--- src/rtl/dtfp_pkg.sv ---
package dtfp_pkg;

    // Fraction digits kept in the scaled result (0 to 18).
    localparam int DECIMALS = 8;

    localparam int BYTE_W  = 8;
    localparam int VALUE_W = 64;
    localparam int MAG_W   = 63;
    localparam int FC_W    = 5;
    localparam int SUM_W   = MAG_W + 5;

    localparam logic [FC_W-1:0] DEC_CNT = FC_W'(DECIMALS);

    localparam logic [BYTE_W-1:0] CH_MINUS = 8'h2D;
    localparam logic [BYTE_W-1:0] CH_PLUS  = 8'h2B;
    localparam logic [BYTE_W-1:0] CH_POINT = 8'h2E;
    localparam logic [BYTE_W-1:0] CH_ZERO  = 8'h30;
    localparam logic [BYTE_W-1:0] CH_NINE  = 8'h39;

    typedef enum logic [2:0] {
        PH_START = 3'b001,
        PH_INT   = 3'b010,
        PH_FRAC  = 3'b100
    } t_phase;

    // Powers of ten, 10^0 through 10^18.
    localparam logic [VALUE_W-1:0] POW10 [0:18] = '{
        64'd1,
        64'd10,
        64'd100,
        64'd1000,
        64'd10000,
        64'd100000,
        64'd1000000,
        64'd10000000,
        64'd100000000,
        64'd1000000000,
        64'd10000000000,
        64'd100000000000,
        64'd1000000000000,
        64'd10000000000000,
        64'd100000000000000,
        64'd1000000000000000,
        64'd10000000000000000,
        64'd100000000000000000,
        64'd1000000000000000000
    };

endpackage

--- src/rtl/decimal_text_to_fixed_point_core.sv ---
// Decimal text to fixed point. Feed the characters of a decimal number, one
// byte per beat, then a beat with i_end_of_text set; that closing beat yields
// one result beat: o_parse_ok and o_fixed_value = number * 10^DECIMALS in two's
// complement (0 when the parse fails). Accepted text: an optional leading '+'
// or '-', integer digits, an optional '.' and fraction digits. Fraction digits
// beyond DECIMALS are dropped, missing ones count as zeros. Failure: any other
// byte, a sign that is not first, a second point, no digit at all, or a value
// above 2^63-1 after scaling. Character beats produce no result. Throughput is
// one beat per cycle while o_stall is low; an end-marker result is registered
// in the output register, or the skid entry if that is held. The accumulator
// is kept already scaled by the pending power of ten, so each character costs
// one multiply-by-ten (two shifted adds) plus a digit-times-constant add on a
// 68-bit sum; that add sets the clock. A two-entry output stage (output
// register plus skid) raises o_stall only once a result is parked in the skid.
module decimal_text_to_fixed_point_core (
    input  logic                                  i_clk,
    input  logic                                  i_rst_n,
    // character channel
    input  logic                                  i_valid,
    output logic                                  o_stall,
    input  logic        [dtfp_pkg::BYTE_W-1:0]    i_text_byte,
    input  logic                                  i_end_of_text,
    // result channel
    output logic                                  o_valid,
    input  logic                                  i_stall,
    output logic                                  o_parse_ok,
    output logic signed [dtfp_pkg::VALUE_W-1:0]   o_fixed_value
);
    import dtfp_pkg::*;

    // parse state
    t_phase             r_phase;
    logic               r_neg;
    logic [MAG_W-1:0]   r_scaled;     // mantissa * 10^(DECIMALS - fraction count)
    logic [FC_W-1:0]    r_frac_count;
    logic               r_seen;
    logic               r_failed;
    logic               r_over;       // scaled value ever exceeded 2^63-1

    // output register and skid entry
    logic               r_out_v;
    logic               r_out_ok;
    logic [VALUE_W-1:0] r_out_val;
    logic               r_skid_v;
    logic               r_skid_ok;
    logic [VALUE_W-1:0] r_skid_val;

    logic               w_acc;
    logic               w_res_v;
    logic               w_out_free;
    logic               w_is_digit;
    logic               w_is_sign;
    logic               w_is_point;
    logic               w_pre_frac;
    logic               w_frac_room;
    logic [3:0]         w_digit;
    logic [FC_W-1:0]    w_idx;
    logic [VALUE_W-1:0] w_place;
    logic [SUM_W-1:0]   w_base;
    logic [SUM_W-1:0]   w_addend;
    logic [SUM_W-1:0]   w_sum;
    logic               w_take;
    logic               w_ok;
    logic [VALUE_W-1:0] w_mag;
    logic [VALUE_W-1:0] w_val;

    // Accept while the skid entry is empty; a result beat needs at most it.
    assign o_stall    = r_skid_v;
    assign w_acc      = i_valid && !r_skid_v;
    assign w_res_v    = w_acc && i_end_of_text;
    assign w_out_free = !r_out_v || !i_stall;

    // Character class.
    assign w_is_digit = (i_text_byte >= CH_ZERO) && (i_text_byte <= CH_NINE);
    assign w_is_sign  = (i_text_byte == CH_MINUS) || (i_text_byte == CH_PLUS);
    assign w_is_point = (i_text_byte == CH_POINT);
    assign w_digit    = 4'(i_text_byte - CH_ZERO);

    // Phase codes other than start and integer behave as the fraction part.
    assign w_pre_frac  = (r_phase == PH_START) || (r_phase == PH_INT);
    assign w_frac_room = r_frac_count < DEC_CNT;
    assign w_idx       = w_frac_room ? (DEC_CNT - FC_W'(1) - r_frac_count) : '0;

    // Integer digit:  scaled*10 + d*10^DECIMALS.
    // Fraction digit: scaled    + d*10^(DECIMALS-1-count).
    always_comb begin
        if (w_pre_frac) begin
            w_base  = {2'b0, r_scaled, 3'b0} + {4'b0, r_scaled, 1'b0};
            w_place = POW10[DECIMALS];
        end else begin
            w_base  = {5'b0, r_scaled};
            w_place = POW10[w_idx];
        end
        w_addend = (w_digit[3] ? {1'b0, w_place, 3'b0} : SUM_W'(0))
                 + (w_digit[2] ? {2'b0, w_place, 2'b0} : SUM_W'(0))
                 + (w_digit[1] ? {3'b0, w_place, 1'b0} : SUM_W'(0))
                 + (w_digit[0] ? {4'b0, w_place}       : SUM_W'(0));
        w_sum    = w_base + w_addend;
    end

    // A digit updates the accumulator unless it is a surplus fraction digit.
    assign w_take = w_is_digit && (w_pre_frac || w_frac_room);

    // Result of the closing beat.
    assign w_ok  = !r_failed && r_seen && !r_over;
    assign w_mag = {1'b0, r_scaled};
    always_comb begin
        if (!w_ok) begin
            w_val = '0;
        end else if (r_neg) begin
            w_val = (~w_mag) + VALUE_W'(1);
        end else begin
            w_val = w_mag;
        end
    end

    // Parse state: advance on each character, clear on the end marker.
    always_ff @(posedge i_clk) begin
        if (!i_rst_n) begin
            r_phase      <= PH_START;
            r_neg        <= 1'b0;
            r_scaled     <= '0;
            r_frac_count <= '0;
            r_seen       <= 1'b0;
            r_failed     <= 1'b0;
            r_over       <= 1'b0;
        end else if (w_acc) begin
            if (i_end_of_text) begin
                r_phase      <= PH_START;
                r_neg        <= 1'b0;
                r_scaled     <= '0;
                r_frac_count <= '0;
                r_seen       <= 1'b0;
                r_failed     <= 1'b0;
                r_over       <= 1'b0;
            end else if (!r_failed) begin
                priority if (w_is_digit) begin
                    r_seen <= 1'b1;
                    if (w_pre_frac) begin
                        r_phase <= PH_INT;
                    end
                    if (w_take) begin
                        r_scaled <= w_sum[MAG_W-1:0];
                        if (w_sum[SUM_W-1:MAG_W] != '0) begin
                            r_over <= 1'b1;
                        end
                        if (!w_pre_frac) begin
                            r_frac_count <= r_frac_count + FC_W'(1);
                        end
                    end
                end else if (w_is_sign) begin
                    if (r_phase == PH_START) begin
                        r_neg   <= (i_text_byte == CH_MINUS);
                        r_phase <= PH_INT;
                    end else begin
                        r_failed <= 1'b1;
                    end
                end else if (w_is_point) begin
                    if (w_pre_frac) begin
                        r_phase <= PH_FRAC;
                    end else begin
                        r_failed <= 1'b1;
                    end
                end else begin
                    r_failed <= 1'b1;
                end
            end
        end
    end

    // Output stage control: drain skid first, park a result if output is held.
    always_ff @(posedge i_clk) begin
        if (!i_rst_n) begin
            r_out_v  <= 1'b0;
            r_skid_v <= 1'b0;
        end else if (w_out_free) begin
            r_out_v  <= r_skid_v || w_res_v;
            r_skid_v <= 1'b0;
        end else if (w_res_v) begin
            r_skid_v <= 1'b1;
        end
    end

    // Output stage payload.
    always_ff @(posedge i_clk) begin
        if (w_out_free) begin
            if (r_skid_v) begin
                r_out_ok  <= r_skid_ok;
                r_out_val <= r_skid_val;
            end else if (w_res_v) begin
                r_out_ok  <= w_ok;
                r_out_val <= w_val;
            end
        end else if (w_res_v) begin
            r_skid_ok  <= w_ok;
            r_skid_val <= w_val;
        end
    end

    assign o_valid       = r_out_v;
    assign o_parse_ok    = r_out_ok;
    assign o_fixed_value = r_out_val;

endmodule
--- config.mk ---
export PLATFORM = sky130hd
export DESIGN_NAME = decimal_text_to_fixed_point_core
export DESIGN_NICKNAME = d
export VERILOG_FILES = /design/src/rtl/dtfp_pkg.sv /design/src/rtl/decimal_text_to_fixed_point_core.sv
export SDC_FILE = /design/constraint.sdc
export NUM_CORES = 1
export LEC_CHECK = 0
export BUFFER_PORTS_ARGS = -buffer_cell sky130_fd_sc_hd__buf_4
export CAP_MARGIN = 20
export CORE_ASPECT_RATIO = 1.75
export CORE_UTILIZATION = 54
export CTS_CLUSTER_SIZE = 20
export DETAILED_ROUTE_END_ITERATION = 6
export PLACE_DENSITY = 0.74
export SLEW_MARGIN = 20
export SYNTH_ARGS = -nofsm -noshare
export SYNTH_HDL_FRONTEND = slang
export SYNTH_SLANG_ARGS = --single-unit
--- constraint.sdc ---
create_clock -name i_clk -period 20 [get_ports i_clk]
set_clock_uncertainty 0.2 [all_clocks]
set_input_delay 5 -clock i_clk [delete_from_list [all_inputs] [get_ports i_clk]]
set_output_delay 5 -clock i_clk [all_outputs]
set_load 0.005 [all_outputs]
==> results of run 1 <==
[cell families (layout without fill, tap and decap cells)]
group / after synthesis / count (layout) / share of synthesized area, %
simple gates: 940 / 940 / 19.4
xor+xnor: 181 / 181 / 6.80
fa+ha+maj: 327 / 327 / 22.8
buf+inv: 407 / 376 / 6.57
compound gates: 743 / 743 / 20.5
mux: 13 / 13 / 0.580
flops: 207 / 207 / 23.4
[registers in the layout (all words and copies together), names as in the netlist]
register / cells
r_scaled: 63
o_parse_ok: 1
o_fixed_value: 64
r_seen: 1
r_frac_count: 5
r_failed: 1
r_phase: 3
r_over: 1
r_skid_ok: 1
o_valid: 1
r_neg: 1
r_skid_val: 64
o_stall: 1
[cell usage in the layout (no fill, tap or decap), drive strengths merged, types with 9 or more instances in the layout]
master,instances
a211oi,10
a21boi,16
a21o,80
a21oi,190
a22oi,52
a31oi,19
and2,58
and3,24
buf,97
clkbuf,24
dfxtp,77
edfxtp,130
fa,163
ha,164
inv,245
mux2i,9
nand2,324
nand2b,19
nand3,46
nand4,39
nor2,213
nor2b,73
nor3,43
nor3b,9
nor4,21
o211ai,11
o21a,14
o21ai,164
o21bai,22
o31ai,94
o41ai,11
or2,18
or3,27
or4,13
xnor2,75
xor2,106
[synthesized netlist by cell type, types with 73 or more instances]
library cell / count
sky130_fd_sc_hd__nor2_1: 213
sky130_fd_sc_hd__a21o_1: 80
sky130_fd_sc_hd__inv_1: 239
sky130_fd_sc_hd__ha_1: 164
sky130_fd_sc_hd__edfxtp_1: 130
sky130_fd_sc_hd__o21ai_0: 156
sky130_fd_sc_hd__nand2_1: 324
sky130_fd_sc_hd__fa_1: 163
sky130_fd_sc_hd__o31ai_1: 93
sky130_fd_sc_hd__xnor2_1: 75
sky130_fd_sc_hd__nor2b_1: 73
sky130_fd_sc_hd__a21oi_1: 190
sky130_fd_sc_hd__dfxtp_1: 77
sky130_fd_sc_hd__xor2_1: 106
sky130_fd_sc_hd__clkbuf_1: 155
[power breakdown]
part	internal, mW	switching, mW	leakage (nW)	total, mW
Combinational	0.115	0.200	9.10	0.314
Sequential	0.458	0.00353	1.87	0.461
Clock	0.215	0.192	0.340	0.406
[metrics by stage]
step / std cells / hold slack [ns] / utilization, %
after floorplan: 2818 / 0.237 / -
after global placement: 3309 / 0.271 / 56.8
after detailed placement: 3309 / 0.287 / 56.8
after CTS: 3348 / 0.295 / 58.5
after global routing: 3348 / 0.327 / 58.5
final: 3348 / 0.296 / 58.5
[worst min-delay path: stages, from the launching register on]
cell and delay [ns]:
sky130_fd_sc_hd__dfxtp_1 0.33, sky130_fd_sc_hd__nand2_1 0.06, sky130_fd_sc_hd__a21boi_0 0.06
[worst paths after layout]
check,startpoint,to
max,i_text_byte[2],r_over
max reg2reg,r_frac_count[3],r_over
min reg2reg,r_phase[1],r_phase[1]
min,r_phase[1],r_phase[1]
[layout make-up]
class	instances	area (sq um)	area share [%]
inverter	240	901	3.62
multi-input combinational	2204	16400	65.9
tap	561	702	2.82
clock buffer	24	579	2.33
clock inverter	15	116	0.468
timing repair buffer	97	728	2.93
sequential	207	5450	21.9
[metal layers]
metal  wire, um  part of all wire (%)
met2      30600                    47
met3       3720                   5.7
met5          0                     0
met4       2970                   4.6
met1      27700                    43
==> flow_results.xml, run 1 <==
<?xml version="1.0" encoding="UTF-8"?>
<metrics>
  <group name="grt">
    <metric name="initial_antenna_violation_count" unit="">0</metric>
    <metric name="globalRoute.busiestLayer" unit="">met2</metric>
    <metric name="first_global_vias" unit="">19900</metric>
    <metric name="grt.met1_usage" unit="%">38.2</metric>
    <metric name="largest_net_degree_at_the_start_of_global_routing" unit="">93</metric>
    <metric name="grt_overflow_total" unit="">0</metric>
    <metric name="gr-usage-all-layers" unit="%">29.4</metric>
    <metric name="grt_pass1_wl" unit="um">104000</metric>
    <metric name="gr-usage-met3" unit="%">3.22</metric>
    <metric name="grtUsageMet2" unit="%">49.2</metric>
  </group>
  <group name="floorplan">
    <metric name="core" unit="sq um">42500</metric>
    <metric name="die_w" unit="um">159</metric>
    <metric name="design.die.area" unit="sq um">44000</metric>
    <metric name="die_y" unit="um">277</metric>
    <metric name="design.portCount" unit="">80</metric>
    <metric name="floorplan.rows" unit="">100</metric>
    <metric name="initial_core_util" unit="%">54.8</metric>
  </group>
  <group name="layout">
    <metric name="num_antenna_cells" unit="">0</metric>
    <metric name="final_net_count" unit="">3112</metric>
    <metric name="fillerInstances" unit="">3950</metric>
    <metric name="layout-area-overhead-vs-synth" unit="%">6.68</metric>
    <metric name="layout.cell_area.non_filler" unit="sq um">24900</metric>
    <metric name="drive_gt1_share" unit="%">6.32</metric>
  </group>
  <group name="clock_tree">
    <metric name="cts.clk_slew.worst_paths" unit="ns">0.06</metric>
    <metric name="numCtsBuffers" unit="">22</metric>
    <metric name="ctsRootBufferMaster" unit="">sky130_fd_sc_hd__clkbuf_16</metric>
    <metric name="postCtsSetupBuffers" unit="">0</metric>
    <metric name="ctsHoldBuffers" unit="">0</metric>
    <metric name="max-clock-path-buffers" unit="">3</metric>
    <metric name="clock_latency" unit="ns">0.55</metric>
    <metric name="cts_num_sinks" unit="">207</metric>
    <metric name="cts_tree" unit="">done</metric>
    <metric name="cts.repair.resized" unit="">0</metric>
    <metric name="clock_tree.htree_level_count" unit="">1</metric>
  </group>
  <group name="setup_path">
    <metric name="crit_path_end_kind" unit="">register</metric>
    <metric name="critical-path-max-stage-delay" unit="ns">0.65</metric>
    <metric name="timing.reg2reg.worst_path_depth" unit="">27</metric>
    <metric name="worst_setup_path_start_kind" unit="">input port</metric>
    <metric name="critical_path.max_fanout" unit="">32</metric>
    <metric name="worst-path-buf-inv" unit="">3</metric>
    <metric name="critical_path.most_common_cell" unit="">sky130_fd_sc_hd__fa_1</metric>
    <metric name="worst-path-stages" unit="">19</metric>
    <metric name="r2r_setup_slack" unit="ns">10.40</metric>
    <metric name="timing_worst_setup_path_type" unit="">in -&gt; reg</metric>
    <metric name="timing.critical_path.slowest_stage_cell" unit="">sky130_fd_sc_hd__o41ai_2</metric>
    <metric name="path_delay_family" unit="">compound AO/OA/AOI/OAI gates</metric>
    <metric name="worstPathArrival" unit="ns">11.21</metric>
    <metric name="cp_cell_sequence" unit="">buf_4 -&gt; inv_1 -&gt; or3_1 -&gt; fa_1 -&gt; inv_1 -&gt; fa_1 -&gt; fa_1 -&gt; ha_1 -&gt; nand2_1 -&gt; or3_1 -&gt; a211oi_1 -&gt; or2_2 -&gt; a21oi_1 -&gt; o21a_1 -&gt; o41ai_2 -&gt; a41o_1 -&gt; or3b_1 -&gt; mux2i_1 -&gt; a41oi_1</metric>
    <metric name="cp_data_required_time" unit="ns">20.22</metric>
  </group>
  <group name="timing">
    <metric name="timing_worst_slew_pin_value" unit="ns">0.907</metric>
    <metric name="time_the_worst_path_needs_with_i_o_delays_and_setup" unit="ns">10.99</metric>
    <metric name="fmax" unit="GHz">0.0910</metric>
    <metric name="relative_slew_slack" unit="%">39.5</metric>
    <metric name="worst_slack" unit="ns">9.01</metric>
    <metric name="grt_setup_unrepaired" unit="">false</metric>
    <metric name="maxSlewViolCount" unit="">0</metric>
    <metric name="fin_crit_share" unit="%">54.9</metric>
    <metric name="totalNegativeSetupSlack" unit="ns">0</metric>
    <metric name="timing.final.hold_violations" unit="">0</metric>
    <metric name="setup_violations" unit="">0</metric>
  </group>
  <group name="pwr">
    <metric name="peakVddDrop" unit="mV">0.0553</metric>
    <metric name="power.leakage" unit="nW">11.3</metric>
    <metric name="power-per-cell-area" unit="nW/um^2">47.5</metric>
    <metric name="report.power.total" unit="mW">1.18</metric>
  </group>
  <group name="route">
    <metric name="drt-vias-per-instance" unit="">6.04</metric>
    <metric name="vias" unit="">20200</metric>
    <metric name="dr.first_iter.drc_count" unit="">1601</metric>
    <metric name="drt-wirelength-per-cell" unit="um">19.4</metric>
    <metric name="drt_first_pass_iters" unit="">6</metric>
    <metric name="final_antenna_net_count" unit="">0</metric>
    <metric name="route.final.wire_length" unit="um">65000</metric>
    <metric name="drt_drc_violations_left" unit="">0</metric>
  </group>
  <group name="logic_synthesis">
    <metric name="ys_flop_type" unit="">sky130_fd_sc_hd__edfxtp_1</metric>
    <metric name="synthesis.area" unit="sq um">23300</metric>
    <metric name="synth_top_cell_by_area" unit="">sky130_fd_sc_hd__edfxtp_1</metric>
    <metric name="synth.avg_cell_area" unit="sq um">8.27</metric>
    <metric name="synth.top_cells.by_area" unit="">sky130_fd_sc_hd__edfxtp_1, sky130_fd_sc_hd__fa_1, sky130_fd_sc_hd__ha_1</metric>
    <metric name="synth.lib_cells_used.distinct" unit="">76</metric>
    <metric name="number_of_flops_mapped_to_enable_cells_by_yosys" unit="">130</metric>
    <metric name="postSynth.asyncResetShare" unit="%">0</metric>
    <metric name="mappedNetlistNets" unit="">3158</metric>
    <metric name="synth-warning-count" unit="">0</metric>
    <metric name="synth-seq-cells" unit="">207</metric>
    <metric name="syn_inst" unit="">2818</metric>
    <metric name="ys_seq_area_share" unit="%">23.4</metric>
    <metric name="synth.top_cell.area_share" unit="%">16.7</metric>
  </group>
  <group name="hold_path">
    <metric name="holdPathStages" unit="">2</metric>
    <metric name="hold_path.class" unit="">reg -&gt; reg</metric>
  </group>
  <group name="placement">
    <metric name="detailedPlacementHpwl" unit="um">51200</metric>
    <metric name="post_dp_cell_area" unit="sq um">24200</metric>
    <metric name="gp_routability_congestion" unit="">0.968</metric>
    <metric name="placement.io_buffers" unit="">79</metric>
    <metric name="post-place-ws" unit="ns">8.55</metric>
  </group>
  <group name="run_status">
    <metric name="outcome" unit="">complete, no violations</metric>
  </group>
  <group name="run">
    <metric name="cap_violations" unit="">0</metric>
  </group>
</metrics>
(Power assumes the default switching activity.)
==> run 2: changes to the inputs <==
clock period = 10.6 ns   (was 20 ns; I/O delays follow)
==> run 2 against run 1 <==
Effect of this change: worst setup slack got worse by 7.9 ns; sequential power increased by 89%; routed wire length increased by 0.63%; clock power increased by 89%; count of clock-buffer cells in the layout decreased by 2; sequential share of layout area about the same; core utilization decreased by 0.050 points; sequential cell count unchanged; first-iteration DRC count decreased by 8.9%; combinational power increased by 89%; final cell count decreased by 0.12%; via count decreased by 0.86%; critical path type is now reg -> reg.
==> flow_results.xml, run 2 (synthesis results as in run 1) <==
<?xml version="1.0" encoding="UTF-8"?>
<metrics>
  <group name="run_status">
    <metric name="outcome" unit="">complete, no violations</metric>
  </group>
  <group name="floorplan">
    <metric name="initial_core_util" unit="%">54.8</metric>
    <metric name="floorplan.rows" unit="">100</metric>
    <metric name="die_y" unit="um">277</metric>
    <metric name="design.die.area" unit="sq um">44000</metric>
    <metric name="design.portCount" unit="">80</metric>
    <metric name="core" unit="sq um">42500</metric>
    <metric name="die_w" unit="um">159</metric>
  </group>
  <group name="setup_path">
    <metric name="worst-path-buf-inv" unit="">5</metric>
    <metric name="crit_path_end_kind" unit="">register</metric>
    <metric name="worst_setup_path_start_kind" unit="">register</metric>
    <metric name="cp_data_required_time" unit="ns">10.81</metric>
    <metric name="timing_worst_setup_path_type" unit="">reg -&gt; reg</metric>
    <metric name="critical-path-max-stage-delay" unit="ns">1.07</metric>
    <metric name="worstPathArrival" unit="ns">9.72</metric>
    <metric name="path_delay_family" unit="">adder cells</metric>
    <metric name="critical_path.max_fanout" unit="">22</metric>
    <metric name="critical_path.most_common_cell" unit="">sky130_fd_sc_hd__inv_1</metric>
    <metric name="timing.critical_path.slowest_stage_cell" unit="">sky130_fd_sc_hd__a2111oi_0</metric>
  </group>
  <group name="grt">
    <metric name="largest_net_degree_at_the_start_of_global_routing" unit="">90</metric>
    <metric name="first_global_vias" unit="">19900</metric>
    <metric name="grt_overflow_total" unit="">0</metric>
    <metric name="grt_pass1_wl" unit="um">105000</metric>
    <metric name="initial_antenna_violation_count" unit="">0</metric>
    <metric name="gr-usage-all-layers" unit="%">29.6</metric>
  </group>
  <group name="timing">
    <metric name="setup_violations" unit="">0</metric>
    <metric name="fmax" unit="GHz">0.105</metric>
    <metric name="worst_slack" unit="ns">1.09</metric>
    <metric name="time_the_worst_path_needs_with_i_o_delays_and_setup" unit="ns">9.51</metric>
    <metric name="grt_setup_unrepaired" unit="">false</metric>
    <metric name="totalNegativeSetupSlack" unit="ns">0</metric>
    <metric name="timing_worst_slew_pin_value" unit="ns">1.14</metric>
    <metric name="fin_crit_share" unit="%">89.7</metric>
    <metric name="timing.final.hold_violations" unit="">0</metric>
    <metric name="relative_slew_slack" unit="%">22.2</metric>
    <metric name="maxSlewViolCount" unit="">0</metric>
  </group>
  <group name="layout">
    <metric name="drive_gt1_share" unit="%">6.18</metric>
    <metric name="layout.cell_area.non_filler" unit="sq um">24900</metric>
    <metric name="num_antenna_cells" unit="">0</metric>
    <metric name="layout_common_cells" unit="">sky130_fd_sc_hd__nand2_1, sky130_fd_sc_hd__inv_1, sky130_fd_sc_hd__nor2_1</metric>
    <metric name="final_net_count" unit="">3110</metric>
    <metric name="layout-area-overhead-vs-synth" unit="%">6.59</metric>
    <metric name="mostFrequentLayoutCell" unit="">sky130_fd_sc_hd__nand2_1</metric>
  </group>
  <group name="route">
    <metric name="drt_first_pass_iters" unit="">6</metric>
    <metric name="drt-vias-per-instance" unit="">6.00</metric>
    <metric name="final_antenna_net_count" unit="">0</metric>
    <metric name="drt-wirelength-per-cell" unit="um">19.5</metric>
    <metric name="drt_drc_violations_left" unit="">0</metric>
    <metric name="vias" unit="">20100</metric>
    <metric name="dr.first_iter.drc_count" unit="">1459</metric>
    <metric name="route.final.wire_length" unit="um">65400</metric>
  </group>
  <group name="placement">
    <metric name="post-place-ws" unit="ns">1.32</metric>
    <metric name="placement.io_buffers" unit="">79</metric>
    <metric name="gp_routability_congestion" unit="">0.951</metric>
    <metric name="post_dp_cell_area" unit="sq um">24200</metric>
    <metric name="detailedPlacementHpwl" unit="um">52300</metric>
  </group>
  <group name="pwr">
    <metric name="combPwrFrac" unit="%">26.6</metric>
    <metric name="power.leakage" unit="nW">11.3</metric>
    <metric name="total_switching_power" unit="uW">730</metric>
    <metric name="pwr-share-seq" unit="%">39.0</metric>
    <metric name="sw_frac_of_total" unit="%">32.7</metric>
    <metric name="internal_power" unit="mW">1.50</metric>
    <metric name="power-per-cell-area" unit="nW/um^2">89.7</metric>
    <metric name="peakVddDrop" unit="mV">0.121</metric>
    <metric name="clock_network_fraction_of_total_power" unit="%">34.4</metric>
  </group>
  <group name="hold_path">
    <metric name="hold_path.class" unit="">reg -&gt; reg</metric>
  </group>
  <group name="clock_tree">
    <metric name="clock_tree.htree_level_count" unit="">1</metric>
    <metric name="cts_tree" unit="">done</metric>
    <metric name="numCtsBuffers" unit="">21</metric>
    <metric name="ctsRootBufferMaster" unit="">sky130_fd_sc_hd__clkbuf_16</metric>
    <metric name="cts.clk_slew.worst_paths" unit="ns">0.08</metric>
    <metric name="max-clock-path-buffers" unit="">3</metric>
    <metric name="ctsHoldBuffers" unit="">0</metric>
    <metric name="postCtsSetupBuffers" unit="">0</metric>
    <metric name="clock_latency" unit="ns">0.53</metric>
    <metric name="cts_num_sinks" unit="">207</metric>
    <metric name="cts.repair.resized" unit="">0</metric>
  </group>
  <group name="run">
    <metric name="cap_violations" unit="">0</metric>
  </group>
</metrics>
[run 2: final cells by class]
type	count	area [sq um]
Tap cell	561	702
Inverter	240	901
Fill cell	3887	17700
Timing Repair Buffer	96	721
Multi-Input combinational cell	2204	16400
Sequential cell	207	5450
Clock inverter	14	153
Clock buffer	22	529
[run 2: metrics by stage]
step | util, % | power (mW) | hold slack, ns | instances
6_report | 58.4 | 2.23 | 0.291 | 3344
3_3_place_gp | 56.8 | 1.47 | 0.272 | 3308
2_1_floorplan | - | 1.33 | 0.237 | 2818
3_5_place_dp | 56.8 | 1.48 | 0.284 | 3308
4_1_cts | 58.4 | 2.24 | 0.293 | 3344
5_1_grt | 58.4 | 2.34 | 0.325 | 3344
[run 2: per-layer routing]
metal | track usage (%) | routed length (um) | vias up
met1 | 38.5 | 28400 | 9601
met4 | 11.2 | 2300 | 0
met3 | 2.73 | 2940 | 134
met2 | 50.9 | 31700 | 606
li1 | - | - | 9718
met5 | 0 | 0 | -
[run 2: power groups by stage]
| stage | logic [mW] | clock network [mW] | registers, mW |
|---|---|---|---|
| 5_1_grt | 0.662 | 0.806 | 0.871 |
| 6_report | 0.593 | 0.766 | 0.870 |
| 4_1_cts | 0.591 | 0.783 | 0.870 |
| 2_1_floorplan | 0.436 | 0 | 0.889 |
| 3_5_place_dp | 0.589 | 0 | 0.888 |
| 3_3_place_gp | 0.583 | 0 | 0.888 |
[run 2: worst paths after layout]
kind	start	to	slack [ns]	cells after the start
worst max-delay path	r_frac_count[3]	r_over	1.09	26
worst min-delay path	r_failed	r_failed	0.29	2
worst max register to register	r_frac_count[3]	r_over	1.09	26
worst min register to register	r_failed	r_failed	0.29	2
[run 2: tightest hold or removal path, stage by stage (launching register included)]
cell and delay [ns]:
sky130_fd_sc_hd__dfxtp_1 0.33, sky130_fd_sc_hd__nand3_1 0.07, sky130_fd_sc_hd__nand2_1 0.05
==> run 3: changes to the inputs <==
clock period = 9.8 ns   (was 10.6 ns; I/O delays follow)
==> run 3 against run 2 <==
Effect of this change: clock power up 11%; core utilization up 0.22 points; cell area up 0.37%; final cell count up 0.24%; highest routed layer unchanged; sequential power up 8.3%; worst hold slack better by 0.0048 ns.
==> flow_results.xml, run 3 (synthesis results as in run 1) <==
<?xml version="1.0" encoding="UTF-8"?>
<metrics>
  <group name="run_status">
    <metric name="outcome" unit="">complete, no violations</metric>
  </group>
  <group name="clock_tree">
    <metric name="numCtsBuffers" unit="">21</metric>
    <metric name="ctsRootBufferMaster" unit="">sky130_fd_sc_hd__clkbuf_16</metric>
    <metric name="clock_latency" unit="ns">0.53</metric>
    <metric name="cts_num_sinks" unit="">207</metric>
    <metric name="cts.repair.resized" unit="">0</metric>
    <metric name="clock_tree.htree_level_count" unit="">1</metric>
    <metric name="ctsHoldBuffers" unit="">0</metric>
    <metric name="postCtsSetupBuffers" unit="">0</metric>
    <metric name="max-clock-path-buffers" unit="">3</metric>
    <metric name="cts.clk_slew.worst_paths" unit="ns">0.06</metric>
    <metric name="cts_tree" unit="">done</metric>
  </group>
  <group name="pwr">
    <metric name="power.leakage" unit="nW">11.4</metric>
    <metric name="power-per-cell-area" unit="nW/um^2">98.3</metric>
    <metric name="peakVddDrop" unit="mV">0.145</metric>
  </group>
  <group name="floorplan">
    <metric name="die_y" unit="um">277</metric>
    <metric name="initial_core_util" unit="%">54.8</metric>
    <metric name="core" unit="sq um">42500</metric>
    <metric name="floorplan.rows" unit="">100</metric>
    <metric name="die_w" unit="um">159</metric>
    <metric name="design.die.area" unit="sq um">44000</metric>
    <metric name="design.portCount" unit="">80</metric>
  </group>
  <group name="hold_path">
    <metric name="hold_path.class" unit="">reg -&gt; reg</metric>
    <metric name="beginning_of_the_worst_hold_path" unit="">r_failed</metric>
    <metric name="worstHoldEndpoint" unit="">r_failed</metric>
    <metric name="holdPathStages" unit="">2</metric>
  </group>
  <group name="layout">
    <metric name="area.sequential" unit="sq um">5450</metric>
    <metric name="finish.cell_count_without_fillers" unit="">3352</metric>
    <metric name="final_net_count" unit="">3118</metric>
    <metric name="num_antenna_cells" unit="">0</metric>
    <metric name="layout_common_cells" unit="">sky130_fd_sc_hd__nand2_1, sky130_fd_sc_hd__inv_1, sky130_fd_sc_hd__nor2_1</metric>
    <metric name="layout.cell_area.non_filler" unit="sq um">24900</metric>
    <metric name="drive_gt1_share" unit="%">6.49</metric>
    <metric name="mostFrequentLayoutCell" unit="">sky130_fd_sc_hd__nand2_1</metric>
    <metric name="layout-area-overhead-vs-synth" unit="%">6.99</metric>
    <metric name="multiInputGateArea" unit="sq um">16400</metric>
    <metric name="fillerInstances" unit="">3928</metric>
  </group>
  <group name="grt">
    <metric name="largest_net_degree_at_the_start_of_global_routing" unit="">82</metric>
    <metric name="initial_antenna_violation_count" unit="">0</metric>
    <metric name="gr-usage-all-layers" unit="%">31.0</metric>
    <metric name="first_global_vias" unit="">20500</metric>
    <metric name="grt_overflow_total" unit="">0</metric>
    <metric name="grt_pass1_wl" unit="um">110000</metric>
  </group>
  <group name="route">
    <metric name="dr.first_iter.drc_count" unit="">1651</metric>
    <metric name="drt-vias-per-instance" unit="">6.08</metric>
    <metric name="final_antenna_net_count" unit="">0</metric>
    <metric name="drt_first_pass_iters" unit="">6</metric>
    <metric name="vias" unit="">20400</metric>
    <metric name="route.final.wire_length" unit="um">67900</metric>
    <metric name="drt_drc_violations_left" unit="">0</metric>
    <metric name="drt-wirelength-per-cell" unit="um">20.3</metric>
  </group>
  <group name="setup_path">
    <metric name="critical-path-max-stage-delay" unit="ns">0.88</metric>
    <metric name="timing.reg2reg.worst_path_depth" unit="">27</metric>
    <metric name="worst-path-buf-inv" unit="">6</metric>
    <metric name="timing_worst_setup_path_type" unit="">reg -&gt; reg</metric>
    <metric name="r2r_setup_slack" unit="ns">0.60</metric>
    <metric name="cp_data_required_time" unit="ns">10.00</metric>
    <metric name="crit_path_end_kind" unit="">register</metric>
    <metric name="critical_path.most_common_cell" unit="">sky130_fd_sc_hd__inv_1</metric>
    <metric name="critical_path.max_fanout" unit="">22</metric>
    <metric name="path_delay_family" unit="">compound AO/OA/AOI/OAI gates</metric>
    <metric name="timing.critical_path.slowest_stage_cell" unit="">sky130_fd_sc_hd__a2111oi_1</metric>
    <metric name="reg2reg_to" unit="">r_over</metric>
    <metric name="worstPathArrival" unit="ns">9.40</metric>
    <metric name="worst-path-stages" unit="">27</metric>
    <metric name="r2r-start" unit="">r_frac_count[3]</metric>
    <metric name="worst_setup_path_start_kind" unit="">register</metric>
  </group>
  <group name="placement">
    <metric name="gp_routability_congestion" unit="">0.969</metric>
    <metric name="detailedPlacementHpwl" unit="um">53900</metric>
    <metric name="placement.io_buffers" unit="">79</metric>
    <metric name="dpl.cell_count" unit="">3316</metric>
    <metric name="post_dp_cell_area" unit="sq um">24200</metric>
    <metric name="post-place-ws" unit="ns">0.504</metric>
  </group>
  <group name="timing">
    <metric name="fmax" unit="GHz">0.109</metric>
    <metric name="worst_slack" unit="ns">0.604</metric>
    <metric name="worst_hold_slack" unit="ns">0.296</metric>
    <metric name="time_the_worst_path_needs_with_i_o_delays_and_setup" unit="ns">9.20</metric>
    <metric name="maxSlewViolCount" unit="">0</metric>
    <metric name="setup_violations" unit="">0</metric>
    <metric name="timing_worst_slew_pin_value" unit="ns">1.01</metric>
    <metric name="totalNegativeSetupSlack" unit="ns">0</metric>
    <metric name="timing.final.hold_violations" unit="">0</metric>
    <metric name="fin_crit_share" unit="%">93.8</metric>
    <metric name="grt_setup_unrepaired" unit="">false</metric>
    <metric name="relative_slew_slack" unit="%">32.4</metric>
  </group>
  <group name="run">
    <metric name="cap_violations" unit="">0</metric>
  </group>
</metrics>
==> run 3: cell types whose count changed in the layout (fill, tap and decap cells not counted), sizes merged <==
cell / previous run / this run
inv: 245 / 242
bufinv: 2 / 3
buf: 96 / 104
clkbuf: 22 / 24
==> run 3: worst max path at each step <==
stage / startpoint / slack, ns / to
finish: r_frac_count[3] / 0.60 / r_over
global route: r_frac_count[3] / 0.21 / r_over
CTS: r_frac_count[3] / 0.49 / r_over
detailed placement: r_frac_count[3] / 0.50 / r_over
global placement: r_frac_count[3] / 0.31 / r_over
floorplan: i_text_byte[2] / 2.13 / r_over
==> run 3: worst reg2reg max path, stage by stage, from the launching register on <==
cell                        delay, ns
sky130_fd_sc_hd__dfxtp_1         0.79
sky130_fd_sc_hd__inv_1           0.25
sky130_fd_sc_hd__ha_1            0.41
sky130_fd_sc_hd__inv_1           0.17
sky130_fd_sc_hd__nor2_2          0.13
sky130_fd_sc_hd__inv_1           0.22
sky130_fd_sc_hd__ha_1            0.18
sky130_fd_sc_hd__buf_4           0.26
sky130_fd_sc_hd__nand2_1         0.21
sky130_fd_sc_hd__a2111oi_1       0.88
sky130_fd_sc_hd__and2_1          0.25
sky130_fd_sc_hd__fa_1            0.44
sky130_fd_sc_hd__fa_1            0.55
sky130_fd_sc_hd__inv_1           0.06
sky130_fd_sc_hd__fa_1            0.53
sky130_fd_sc_hd__inv_1           0.04
sky130_fd_sc_hd__ha_1            0.34
sky130_fd_sc_hd__nand3_1         0.14
sky130_fd_sc_hd__or3_1           0.35
sky130_fd_sc_hd__nor3_1          0.44
sky130_fd_sc_hd__o21ai_0         0.30
sky130_fd_sc_hd__a21o_1          0.29
sky130_fd_sc_hd__a211o_1         0.34
sky130_fd_sc_hd__a21oi_1         0.32
sky130_fd_sc_hd__a21oi_1         0.22
sky130_fd_sc_hd__o41ai_1         0.45
sky130_fd_sc_hd__xnor2_1         0.17
sky130_fd_sc_hd__a41oi_1         0.14
==> run 3: where the power goes <==
part / switching (mW) / internal (mW) / total [mW] / leakage, nW
clock network: 0.363 / 0.491 / 0.853 / 0.345
registers: 0.00763 / 0.934 / 0.942 / 1.88
logic: 0.421 / 0.235 / 0.656 / 9.13
total: 0.792 / 1.66 / 2.45 / 11.4
==> run 3: metal layers <==
layer | wire length, um | GRT usage [%]
met5 | 0 | 0
met4 | 2700 | 12.3
met3 | 3280 | 3.32
met2 | 33300 | 54.1
met1 | 28600 | 39.0
==> run 3: through the flow <==
stage	util [%]	total power [mW]
after global routing	58.6	2.57
after floorplan	-	1.43
after CTS	58.6	2.46
final	58.6	2.45
after global placement	57.0	1.60
after detailed placement	57.0	1.61
==> run 3: cell type report <==
cell class                      count  share of cell area [%]
Multi-Input combinational cell   2204                    65.7
Sequential cell                   207                    21.9
Inverter                          240                    3.61
Timing Repair Buffer              104                    3.13
Tap cell                          561                    2.81
Clock buffer                       24                    2.23
Clock inverter                     12                   0.617
